### src/hdl/operand_stack_arg_adjust_macros.svh
// Assertion macros shared by the operand stack RTL.
`ifndef OPERAND_STACK_ARG_ADJUST_MACROS_SVH
`define OPERAND_STACK_ARG_ADJUST_MACROS_SVH

// Check a property on every clock edge outside reset.
`define OSAA_ASSERT(lbl, prop, msg) \
  lbl: assert property (@(posedge clk_i) disable iff (!rst_ni) (prop)) else $error(msg);

// Check that a condition leads to a consequence in the next cycle.
`define OSAA_ASSERT_NEXT(lbl, ante, cons, msg) \
  lbl: assert property (@(posedge clk_i) disable iff (!rst_ni) (ante) |=> (cons)) else $error(msg);

`endif

### src/hdl/osaa_pkg.sv
// Package with codes, widths and types of the operand stack.
package osaa_pkg;

  localparam int DEPTH_DEF        = 64;
  localparam int PAYLOAD_BITS_DEF = 64;

  localparam int TAG_W     = 3;
  localparam int PAY_W     = 64;
  localparam int OFF_W     = 6;
  localparam int EXP_W     = 7;
  localparam int FILL_W    = 7;
  localparam int ERR_W     = 2;
  localparam int ACT_W     = 2;
  localparam int S_TDATA_W = 80;
  localparam int M_TDATA_W = 80;

  localparam logic [ACT_W-1:0] ACT_PUSH   = 2'd0;
  localparam logic [ACT_W-1:0] ACT_POP    = 2'd1;
  localparam logic [ACT_W-1:0] ACT_PEEK   = 2'd2;
  localparam logic [ACT_W-1:0] ACT_ADJUST = 2'd3;

  localparam logic [ERR_W-1:0] ERR_NONE      = 2'd0;
  localparam logic [ERR_W-1:0] ERR_UNDERFLOW = 2'd1;
  localparam logic [ERR_W-1:0] ERR_OVERFLOW  = 2'd2;
  localparam logic [ERR_W-1:0] ERR_COUNT     = 2'd3;

  typedef struct packed {
    logic [TAG_W-1:0] tag;
    logic [PAY_W-1:0] payload;
    logic             found;
    logic [ERR_W-1:0] err;
  } res_t;

endpackage

### src/hdl/osaa_ram.sv
// Generic single-write, single-read RAM with registered read data.
module osaa_ram #(
  parameter int WIDTH = 8,
  parameter int DEPTH = 64
) (
  input  logic                     clk_i,
  input  logic                     we_i,
  input  logic [$clog2(DEPTH)-1:0] waddr_i,
  input  logic [WIDTH-1:0]         wdata_i,
  input  logic                     re_i,
  input  logic [$clog2(DEPTH)-1:0] raddr_i,
  output logic [WIDTH-1:0]         rdata_o
);

  logic [WIDTH-1:0] mem_q [DEPTH];

  always_ff @(posedge clk_i) begin
    if (we_i) begin
      mem_q[waddr_i] <= wdata_i;
    end
    if (re_i) begin
      rdata_o <= mem_q[raddr_i];
    end
  end

endmodule

### src/hdl/operand_stack_arg_adjust.sv
// Operand stack of tagged entries with argument-count adjustment.
//
// Input channel s_axis: one transaction carries one operation (push, pop,
// peek at an offset below the top, or argument adjust), the code in tuser.
// Output channel m_axis: exactly one result transaction per operation, with
// the popped or peeked entry, the error code and the fill after the step;
// tuser marks a real entry.
// Entries live in one RAM with a registered read port.
// Steps per operation, from acceptance to the result register: a push
//   writes the RAM directly; pop and peek do one RAM read; adjust reads the
//   count, checks it and then the new fill, moves the kept entries and then
//   inserts any nulls. A failed push, pop or adjust on an empty stack and
//   a peek past the contents go straight to the result. Entries move one per
//   cycle over the single read and write port, each written in the cycle after its read.
// A new operation is taken the cycle after the previous result is loaded,
//   while that result may still wait in the output register.
// Reset empties the stack; RAM contents stay as they are and are never read
// above the fill. A stalled receiver holds the result register; the
// sequencer then waits with its next result and takes no new operation.
module operand_stack_arg_adjust
  import osaa_pkg::*;
#(
  parameter int DEPTH        = DEPTH_DEF,
  parameter int PAYLOAD_BITS = PAYLOAD_BITS_DEF
) (
  input  logic                 clk_i,
  input  logic                 rst_ni,
  input  logic                 s_axis_tvalid,
  output logic                 s_axis_tready,
  // push_tag[2:0], push_payload[66:3], peek_offset[72:67], expected_count[79:73]
  input  logic [S_TDATA_W-1:0] s_axis_tdata,
  // action[1:0]
  input  logic [ACT_W-1:0]     s_axis_tuser,
  output logic                 m_axis_tvalid,
  input  logic                 m_axis_tready,
  // out_tag[2:0], out_payload[66:3], error[68:67], fill[75:69], zero[79:76]
  output logic [M_TDATA_W-1:0] m_axis_tdata,
  // found[0]
  output logic                 m_axis_tuser
);

  `include "operand_stack_arg_adjust_macros.svh"

  localparam int PW    = $clog2(DEPTH);
  localparam int CW    = $clog2(DEPTH + 1);
  localparam int NW    = ((CW > EXP_W) ? CW : EXP_W) + 1;
  localparam int CMPW  = ((PAYLOAD_BITS > CW) ? PAYLOAD_BITS : CW) + 1;
  localparam int ENT_W = TAG_W + PAYLOAD_BITS;

  localparam logic [2:0] S_IDLE  = 3'd0;
  localparam logic [2:0] S_EXEC  = 3'd1;
  localparam logic [2:0] S_READ  = 3'd2;
  localparam logic [2:0] S_CHECK = 3'd3;
  localparam logic [2:0] S_PLAN  = 3'd4;
  localparam logic [2:0] S_COPY  = 3'd5;
  localparam logic [2:0] S_NULL  = 3'd6;
  localparam logic [2:0] S_EMIT  = 3'd7;

  // control state
  logic [2:0]    state_q, state_d;
  logic [CW-1:0] top_q, top_d;
  logic [NW-1:0] copy_left_q, copy_left_d;
  logic [NW-1:0] null_left_q, null_left_d;
  logic          rd_pend_q, rd_pend_d;
  logic          out_valid_q, out_valid_d;

  // operation and working registers
  logic [ACT_W-1:0]        act_q, act_d;
  logic [TAG_W-1:0]        tag_q, tag_d;
  logic [PAYLOAD_BITS-1:0] pay_q, pay_d;
  logic [OFF_W-1:0]        off_q, off_d;
  logic [EXP_W-1:0]        exp_q, exp_d;
  logic [PAYLOAD_BITS-1:0] cnt_q, cnt_d;
  logic [CW-1:0]           cntc_q, cntc_d;
  logic [CW-1:0]           base_q, base_d;
  logic [PW-1:0]           rd_ptr_q, rd_ptr_d;
  logic [PW-1:0]           wr_ptr_q, wr_ptr_d;
  logic [PW-1:0]           null_ptr_q, null_ptr_d;
  logic                    dir_down_q, dir_down_d;
  res_t                    res_q, res_d;
  res_t                    out_q, out_d;
  logic [FILL_W-1:0]       out_fill_q, out_fill_d;

  // RAM port
  logic             ram_we, ram_re;
  logic [PW-1:0]    ram_waddr, ram_raddr;
  logic [ENT_W-1:0] ram_wdata, ram_rdata;
  logic [TAG_W-1:0]        rd_tag;
  logic [PAYLOAD_BITS-1:0] rd_pay;

  // derived values
  logic [CW-1:0]                top_m1;
  logic [NW-1:0]                top_w, off_w, exp_w, n_w, cntc_w, base_w;
  logic [NW-1:0]                peek_idx_w, newfill_w, up_src_w, dn_src_w, dn_dst_w;
  logic [CMPW-1:0]              cnt_cmp, n_cmp;
  logic [CMPW+PAYLOAD_BITS-1:0] cnt_ext;
  logic [PAYLOAD_BITS+PAY_W-1:0] rd_pay_ext;
  logic [CW+FILL_W-1:0]         top_ext;
  logic                         in_fire, emit_fire;

  osaa_ram #(
    .WIDTH(ENT_W),
    .DEPTH(DEPTH)
  ) u_ram (
    .clk_i  (clk_i),
    .we_i   (ram_we),
    .waddr_i(ram_waddr),
    .wdata_i(ram_wdata),
    .re_i   (ram_re),
    .raddr_i(ram_raddr),
    .rdata_o(ram_rdata)
  );

  assign rd_tag = ram_rdata[ENT_W-1:PAYLOAD_BITS];
  assign rd_pay = ram_rdata[PAYLOAD_BITS-1:0];

  assign top_m1     = top_q - 1'b1;
  assign top_w      = NW'(top_q);
  assign off_w      = NW'(off_q);
  assign exp_w      = NW'(exp_q);
  assign n_w        = NW'(top_m1);
  assign cntc_w     = NW'(cntc_q);
  assign base_w     = NW'(base_q);
  assign peek_idx_w = top_w - 1'b1 - off_w;
  assign newfill_w  = base_w + exp_w;
  assign up_src_w   = n_w - exp_w;
  assign dn_src_w   = n_w - 1'b1;
  assign dn_dst_w   = newfill_w - 1'b1;

  assign cnt_ext    = {{CMPW{1'b0}}, cnt_q};
  assign cnt_cmp    = cnt_ext[CMPW-1:0];
  assign n_cmp      = CMPW'(top_m1);
  assign rd_pay_ext = {{PAY_W{1'b0}}, rd_pay};
  assign top_ext    = {{FILL_W{1'b0}}, top_q};

  assign s_axis_tready = (state_q == S_IDLE);
  assign in_fire       = s_axis_tvalid && s_axis_tready;
  assign emit_fire     = (state_q == S_EMIT) && (!out_valid_q || m_axis_tready);

  always_comb begin
    state_d     = state_q;
    top_d       = top_q;
    copy_left_d = copy_left_q;
    null_left_d = null_left_q;
    rd_pend_d   = 1'b0;
    act_d       = act_q;
    tag_d       = tag_q;
    pay_d       = pay_q;
    off_d       = off_q;
    exp_d       = exp_q;
    cnt_d       = cnt_q;
    cntc_d      = cntc_q;
    base_d      = base_q;
    rd_ptr_d    = rd_ptr_q;
    wr_ptr_d    = wr_ptr_q;
    null_ptr_d  = null_ptr_q;
    dir_down_d  = dir_down_q;
    res_d       = res_q;
    ram_we      = 1'b0;
    ram_waddr   = wr_ptr_q;
    ram_wdata   = ram_rdata;
    ram_re      = 1'b0;
    ram_raddr   = rd_ptr_q;

    case (state_q)
      S_IDLE: begin
        if (in_fire) begin
          act_d   = s_axis_tuser;
          tag_d   = s_axis_tdata[TAG_W-1:0];
          pay_d   = s_axis_tdata[TAG_W +: PAYLOAD_BITS];
          off_d   = s_axis_tdata[TAG_W+PAY_W +: OFF_W];
          exp_d   = s_axis_tdata[TAG_W+PAY_W+OFF_W +: EXP_W];
          res_d   = '0;
          state_d = S_EXEC;
        end
      end
      S_EXEC: begin
        state_d = S_EMIT;
        case (act_q)
          ACT_PUSH: begin
            if (top_q == CW'(DEPTH)) begin
              res_d.err = ERR_OVERFLOW;
            end else begin
              ram_we    = 1'b1;
              ram_waddr = top_q[PW-1:0];
              ram_wdata = {tag_q, pay_q};
              top_d     = top_q + 1'b1;
            end
          end
          ACT_POP: begin
            if (top_q == '0) begin
              res_d.err = ERR_UNDERFLOW;
            end else begin
              ram_re    = 1'b1;
              ram_raddr = top_m1[PW-1:0];
              top_d     = top_m1;
              state_d   = S_READ;
            end
          end
          ACT_PEEK: begin
            // past the contents: empty result, no error
            if (off_w < top_w) begin
              ram_re    = 1'b1;
              ram_raddr = peek_idx_w[PW-1:0];
              state_d   = S_READ;
            end
          end
          ACT_ADJUST: begin
            if (top_q == '0) begin
              res_d.err = ERR_UNDERFLOW;
            end else begin
              ram_re    = 1'b1;
              ram_raddr = top_m1[PW-1:0];
              state_d   = S_READ;
            end
          end
          default: begin
            state_d = S_EMIT;
          end
        endcase
      end
      S_READ: begin
        if (act_q == ACT_ADJUST) begin
          cnt_d   = rd_pay;
          state_d = S_CHECK;
        end else begin
          res_d.tag     = rd_tag;
          res_d.payload = rd_pay_ext[PAY_W-1:0];
          res_d.found   = 1'b1;
          state_d       = S_EMIT;
        end
      end
      S_CHECK: begin
        if (cnt_cmp > n_cmp) begin
          res_d.err = ERR_COUNT;
          state_d   = S_EMIT;
        end else begin
          cntc_d  = cnt_cmp[CW-1:0];
          base_d  = top_m1 - cnt_cmp[CW-1:0];
          state_d = S_PLAN;
        end
      end
      S_PLAN: begin
        if (newfill_w > NW'(DEPTH)) begin
          res_d.err = ERR_OVERFLOW;
          state_d   = S_EMIT;
        end else begin
          top_d       = newfill_w[CW-1:0];
          copy_left_d = '0;
          null_left_d = '0;
          null_ptr_d  = base_q[PW-1:0];
          state_d     = S_COPY;
          if (cntc_w > exp_w) begin
            // surplus: slide the top expected entries down over the gap
            copy_left_d = exp_w;
            dir_down_d  = 1'b0;
            rd_ptr_d    = up_src_w[PW-1:0];
            wr_ptr_d    = base_q[PW-1:0];
          end else if (cntc_w < exp_w) begin
            // shortfall: lift counted entries, highest first, then fill nulls
            copy_left_d = cntc_w;
            dir_down_d  = 1'b1;
            rd_ptr_d    = dn_src_w[PW-1:0];
            wr_ptr_d    = dn_dst_w[PW-1:0];
            null_left_d = exp_w - cntc_w;
          end
        end
      end
      S_COPY: begin
        // each entry is written in the cycle after the read that fetches it
        if (copy_left_q != '0) begin
          ram_re      = 1'b1;
          ram_raddr   = rd_ptr_q;
          rd_pend_d   = 1'b1;
          copy_left_d = copy_left_q - 1'b1;
          rd_ptr_d    = dir_down_q ? rd_ptr_q - 1'b1 : rd_ptr_q + 1'b1;
        end
        if (rd_pend_q) begin
          ram_we    = 1'b1;
          ram_waddr = wr_ptr_q;
          ram_wdata = ram_rdata;
          wr_ptr_d  = dir_down_q ? wr_ptr_q - 1'b1 : wr_ptr_q + 1'b1;
        end
        if ((copy_left_q == '0) && !rd_pend_q) begin
          state_d = (null_left_q != '0) ? S_NULL : S_EMIT;
        end
      end
      S_NULL: begin
        ram_we      = 1'b1;
        ram_waddr   = null_ptr_q;
        ram_wdata   = '0;
        null_ptr_d  = null_ptr_q + 1'b1;
        null_left_d = null_left_q - 1'b1;
        if (null_left_q == NW'(1)) begin
          state_d = S_EMIT;
        end
      end
      S_EMIT: begin
        if (emit_fire) begin
          state_d = S_IDLE;
        end
      end
      default: begin
        state_d = S_IDLE;
      end
    endcase
  end

  always_comb begin
    out_valid_d = out_valid_q && !m_axis_tready;
    out_d       = out_q;
    out_fill_d  = out_fill_q;
    if (emit_fire) begin
      out_valid_d = 1'b1;
      out_d       = res_q;
      out_fill_d  = top_ext[FILL_W-1:0];
    end
  end

  always_ff @(posedge clk_i or negedge rst_ni) begin
    if (!rst_ni) begin
      state_q     <= S_IDLE;
      top_q       <= '0;
      copy_left_q <= '0;
      null_left_q <= '0;
      rd_pend_q   <= 1'b0;
      out_valid_q <= 1'b0;
    end else begin
      state_q     <= state_d;
      top_q       <= top_d;
      copy_left_q <= copy_left_d;
      null_left_q <= null_left_d;
      rd_pend_q   <= rd_pend_d;
      out_valid_q <= out_valid_d;
    end
  end

  always_ff @(posedge clk_i) begin
    act_q      <= act_d;
    tag_q      <= tag_d;
    pay_q      <= pay_d;
    off_q      <= off_d;
    exp_q      <= exp_d;
    cnt_q      <= cnt_d;
    cntc_q     <= cntc_d;
    base_q     <= base_d;
    rd_ptr_q   <= rd_ptr_d;
    wr_ptr_q   <= wr_ptr_d;
    null_ptr_q <= null_ptr_d;
    dir_down_q <= dir_down_d;
    res_q      <= res_d;
    out_q      <= out_d;
    out_fill_q <= out_fill_d;
  end

  assign m_axis_tvalid = out_valid_q;
  assign m_axis_tuser  = out_q.found;
  assign m_axis_tdata  = {4'b0000, out_fill_q, out_q.err, out_q.payload, out_q.tag};

  `OSAA_ASSERT(a_fill_bound, top_q <= CW'(DEPTH), "stack fill above depth")
  `OSAA_ASSERT(a_rw_apart, (ram_we && ram_re) |-> (ram_waddr != ram_raddr), "read and write hit one entry")
  `OSAA_ASSERT_NEXT(a_push_grows, (state_q == S_EXEC) && (act_q == ACT_PUSH) && (top_q != CW'(DEPTH)), top_q == $past(top_q) + 1'b1, "push did not grow the stack")
  `OSAA_ASSERT(a_found_clean, (out_valid_q && out_q.found) |-> (out_q.err == ERR_NONE), "entry returned with an error")

endmodule

### config.mk
export PLATFORM = sky130hd
export DESIGN_NAME = operand_stack_arg_adjust
export DESIGN_NICKNAME = d
export VERILOG_FILES = /design/src/hdl/osaa_pkg.sv /design/src/hdl/osaa_ram.sv /design/src/hdl/operand_stack_arg_adjust.sv
export VERILOG_INCLUDE_DIRS = /design/src /design/src/hdl
export SDC_FILE = /design/constraint.sdc
export NUM_CORES = 2
export LEC_CHECK = 0
export BUFFER_PORTS_ARGS = -buffer_cell sky130_fd_sc_hd__buf_2
export CAP_MARGIN = 40
export CORE_ASPECT_RATIO = 0.9
export CORE_MARGIN = 2
export CORE_UTILIZATION = 57
export CTS_CLUSTER_SIZE = 14
export DETAILED_ROUTE_END_ITERATION = 10
export GPL_ROUTABILITY_DRIVEN = 0
export PLACE_DENSITY_LB_ADDON = 0.08
export SLEW_MARGIN = 40
export SYNTH_ARGS = -nofsm -noshare
export SYNTH_HDL_FRONTEND = slang
export SYNTH_HIERARCHICAL = 1
export SYNTH_MEMORY_MAX_BITS = 65536
export SYNTH_SLANG_ARGS = --single-unit
### constraint.sdc
create_clock -name clk_i -period 7.9 [get_ports clk_i]
set_clock_uncertainty 0.05 [all_clocks]
set_input_delay 1.58 -clock clk_i [delete_from_list [all_inputs] [get_ports clk_i]]
set_output_delay 1.58 -clock clk_i [all_outputs]
set_load 0.01 [all_outputs]
==> impl_metrics.env <==
export IMPL_status="finished, final reports clean"
export IMPL_final_layout_size_suffix_gt1_share_pct=27.1
export IMPL_ys_flop_type="edfxtp_1"
export IMPL_cts_buffers=451
export IMPL_rsz0062_at_grt="false"
export IMPL_cts_resized=0
export IMPL_critPathKind="reg -> reg"
export IMPL_insertion_delay_ns=0.97
export IMPL_end_kind="flop"
export IMPL_ys_seq_area_share_pct=78.5
export IMPL_ir_drop_mv=0.320
export IMPL_synth_seq_cells=4709
export IMPL_cts_hold_buf=0
export IMPL_drt_wl_total_microns=533000
export IMPL_vias=93400
export IMPL_setup_violations=0
export IMPL_synth_distinct_cells=84
export IMPL_grtUsageMet2_pct=49.6
export IMPL_finalSetupTns_ns=0
export IMPL_grt_remaining_overflow=0
export IMPL_cp_max_fo=35
export IMPL_via_per_inst=7.06
export IMPL_path_cells="inv_1 > ha_1 > or3b_1 > nor4_2 > o21ai_0 > a32oi_1 > o21ai_4 > buf_8 > buf_12 > nand3b_1 > buf_4 > buf_4 > o22ai_1 > a211oi_1 > o211a_1"
export IMPL_p_sw_mw=24.4
export IMPL_crit_family="compound AO/OA/AOI/OAI gates"
export IMPL_min_period_over_period_pct=74.3
export IMPL_use_met1_pct=50.1
export IMPL_postCtsSetupRepairBufs=0
export IMPL_hold_violations=0
export IMPL_die_width_microns=596
export IMPL_ctsLongestPathBuffers=4
export IMPL_syn_area_sq_um=180000
export IMPL_use_met3_pct=7.29
export IMPL_crit_buf_inv=5
export IMPL_start_kind="flop"
export IMPL_synthCells=8128
export IMPL_relSlewSlack_pct=35.2
export IMPL_synthTopCellsByCount="edfxtp_1, mux4_2, a22oi_1"
export IMPL_io_buffers=164
export IMPL_route_detailed_drc=0
export IMPL_track_usage_pct=33.4
export IMPL_switching_share_pct=31.8
export IMPL_synth_top_cell_area_share_pct=78.1
export IMPL_p_per_area_nw_per_um2=375
export IMPL_dieArea_sq_um=320000
export IMPL_cts_tree="built"
export IMPL_die_h_microns=537
export IMPL_synth_area_per_cell_sq_um=22.2
export IMPL_first_pass_iters=6
export IMPL_grt_pass1_vias=90100
export IMPL_coreArea_sq_um=314000
export IMPL_fmaxAchievable_ghz=0.170
export IMPL_period_needed_ns=5.87
export IMPL_power_mw=76.8
export IMPL_ys_async_sr_fraction_pct=0.595
export IMPL_cpMaxStageDelayCell="a211oi_1"
export IMPL_grt_busiest_layer="met1"
export IMPL_crit_arrival_ns=6.66
export IMPL_pwr_share_comb_pct=28.8
export IMPL_clkPwrFrac_pct=27.3
export IMPL_max_cap_violations=0
export IMPL_fin_nets=8858
export IMPL_htree_levels=5
export IMPL_path_common_cell="buf_4"
export IMPL_grt_max_degree=103
export IMPL_num_io_pins=169
export IMPL_yosysMostFrequentCell="edfxtp_1"
export IMPL_maxSlewViolCount=0
export IMPL_slowest_delay_ns=0.64
export IMPL_cellLeakagePower_nw=65.0
export IMPL_yosysTopAreaCell="edfxtp_1"
export IMPL_first_iter_violations=15300
export IMPL_tightest_slew_ns=0.973
export IMPL_internal_power_mw=52.3
export IMPL_row_count=195
export IMPL_synth_edf_count=4681
export IMPL_pwr_share_seq_pct=43.9
export IMPL_netlist_top_cells_area="edfxtp_1, mux4_2, a22oi_1, mux2i_1, buf_2"
export IMPL_area_delta_synth_final_pct=13.8
export IMPL_grt_pass1_wl_microns=732000
export IMPL_ant_nets=0
export IMPL_clock_tree_root_cell="clkbuf_16"
export IMPL_start_util_pct=57.3
export IMPL_wl_per_cell_microns=40.3
export IMPL_clk_pin_slew_ns=0.07
export IMPL_synth_warnings=6
export IMPL_cts_sinks=4709
export IMPL_worstPathRequired_ns=8.69
export IMPL_antenna_found_initial=13
export IMPL_hold_path_class="reg -> reg"
export IMPL_dp_hpwl_microns=291000
## power by group through the flow
stage                     clock [mW]  combinational [mW]  sequential (mW)
after floorplan                    0                13.0             34.6
after global placement             0                20.8             34.2
after detailed placement           0                21.9             34.2
after CTS                       21.1                21.9             33.7
after global routing            22.1                23.3             33.8
final                           20.9                22.1             33.7
## worst paths after layout
kind	startpoint	endpoint	slack, ns	cells after the start
max	top_q[0]	u_ram/rdata_o[11]	2.03	15
min	res_q[44]	m_axis_tdata[44]	0.36	0
max reg2reg	top_q[0]	u_ram/rdata_o[11]	2.03	15
min reg2reg	res_q[44]	m_axis_tdata[44]	0.36	0
max in group asynchronous	rst_ni	top_q[2]	6.74	1
min in group asynchronous	rst_ni	null_left_q[4]	0.59	1
## per-stage QoR
stage	setup WS (ns)	hold slack [ns]	cells	area [sq um]	util (%)
after floorplan	0.170	0.350	8131	180000	-
after detailed placement	2.15	0.355	12400	191000	60.7
after global routing	1.78	0.374	13200	205000	65.3
after CTS	2.12	0.364	13200	205000	65.2
after global placement	1.93	0.351	12300	189000	60.2
final	2.03	0.363	13200	205000	65.3
## flip-flops by register name (all words and copies together) (netlist names), 7 cells and up
register / cells
pay_q: 64
cntc_q: 7
out_fill_q: 7
res_q: 70
u_ram/rdata_o: 67
null_left_q: 8
u_ram/mem_q: 4288
copy_left_q: 8
base_q: 7
cnt_q: 64
m_axis_tdata: 69
exp_q: 7
top_q: 7
## layout make-up
class,instances,area [sq um]
Fill cell,20300,109000
Inverter,62,233
Tap cell,4137,5180
Sequential cell,4709,141000
Antenna cell,3,7.51
Clock buffer,538,11800
Timing Repair Buffer,578,6340
Clock inverter,285,2320
Multi-Input combinational cell,2904,37800
## cell families (layout without fill, tap and decap cells)
group	count (synthesis)	in the layout	synth area share, %
compound gates	876	876	3.49
buf+inv	518	1463	1.38
other cells	1	7	0.00208
mux	1175	1175	14.0
fa+ha+maj	66	66	0.488
xor+xnor	48	48	0.242
simple gates	735	735	1.95
flops	4709	4709	78.5
## per-layer routing
| metal | routed length (microns) | share of wire, % |
|---|---|---|
| met1 | 203000 | 38 |
| met2 | 240000 | 45 |
| met3 | 69600 | 13 |
| met4 | 20200 | 3.8 |
| met5 | 5 | 0.00094 |
## layout by cell type, fill, tap and decap left out, types with 10 or more instances in the layout
master / synthesis / final
a21o_1: 21 / 20
buf_2: 190 / 164
buf_12: 0 / 114
buf_4: 41 / 213
nor3_1: 20 / 17
o221ai_1: 68 / 68
clkinv_1: 1 / 138
o21ai_0: 109 / 36
bufinv_16: 0 / 35
buf_16: 0 / 30
a21oi_1: 79 / 79
clkinv_2: 0 / 86
dfrtp_1: 28 / 28
mux2i_1: 103 / 103
clkbuf_1: 177 / 78
o21ai_4: 0 / 68
nand2_1: 217 / 214
nand3_1: 153 / 153
xnor2_1: 31 / 31
nor2_4: 0 / 66
inv_1: 61 / 60
o22ai_1: 109 / 109
buf_6: 20 / 12
buf_8: 0 / 45
mux4_2: 1072 / 1072
a211oi_1: 74 / 74
ha_1: 59 / 59
clkbuf_16: 0 / 460
and2_1: 77 / 73
a22oi_1: 275 / 275
o211a_1: 69 / 69
nor2_1: 169 / 103
xor2_1: 15 / 15
o21ai_1: 10 / 10
edfxtp_1: 4681 / 4681
No activity file was read; power rests on OpenSTA's default activity.
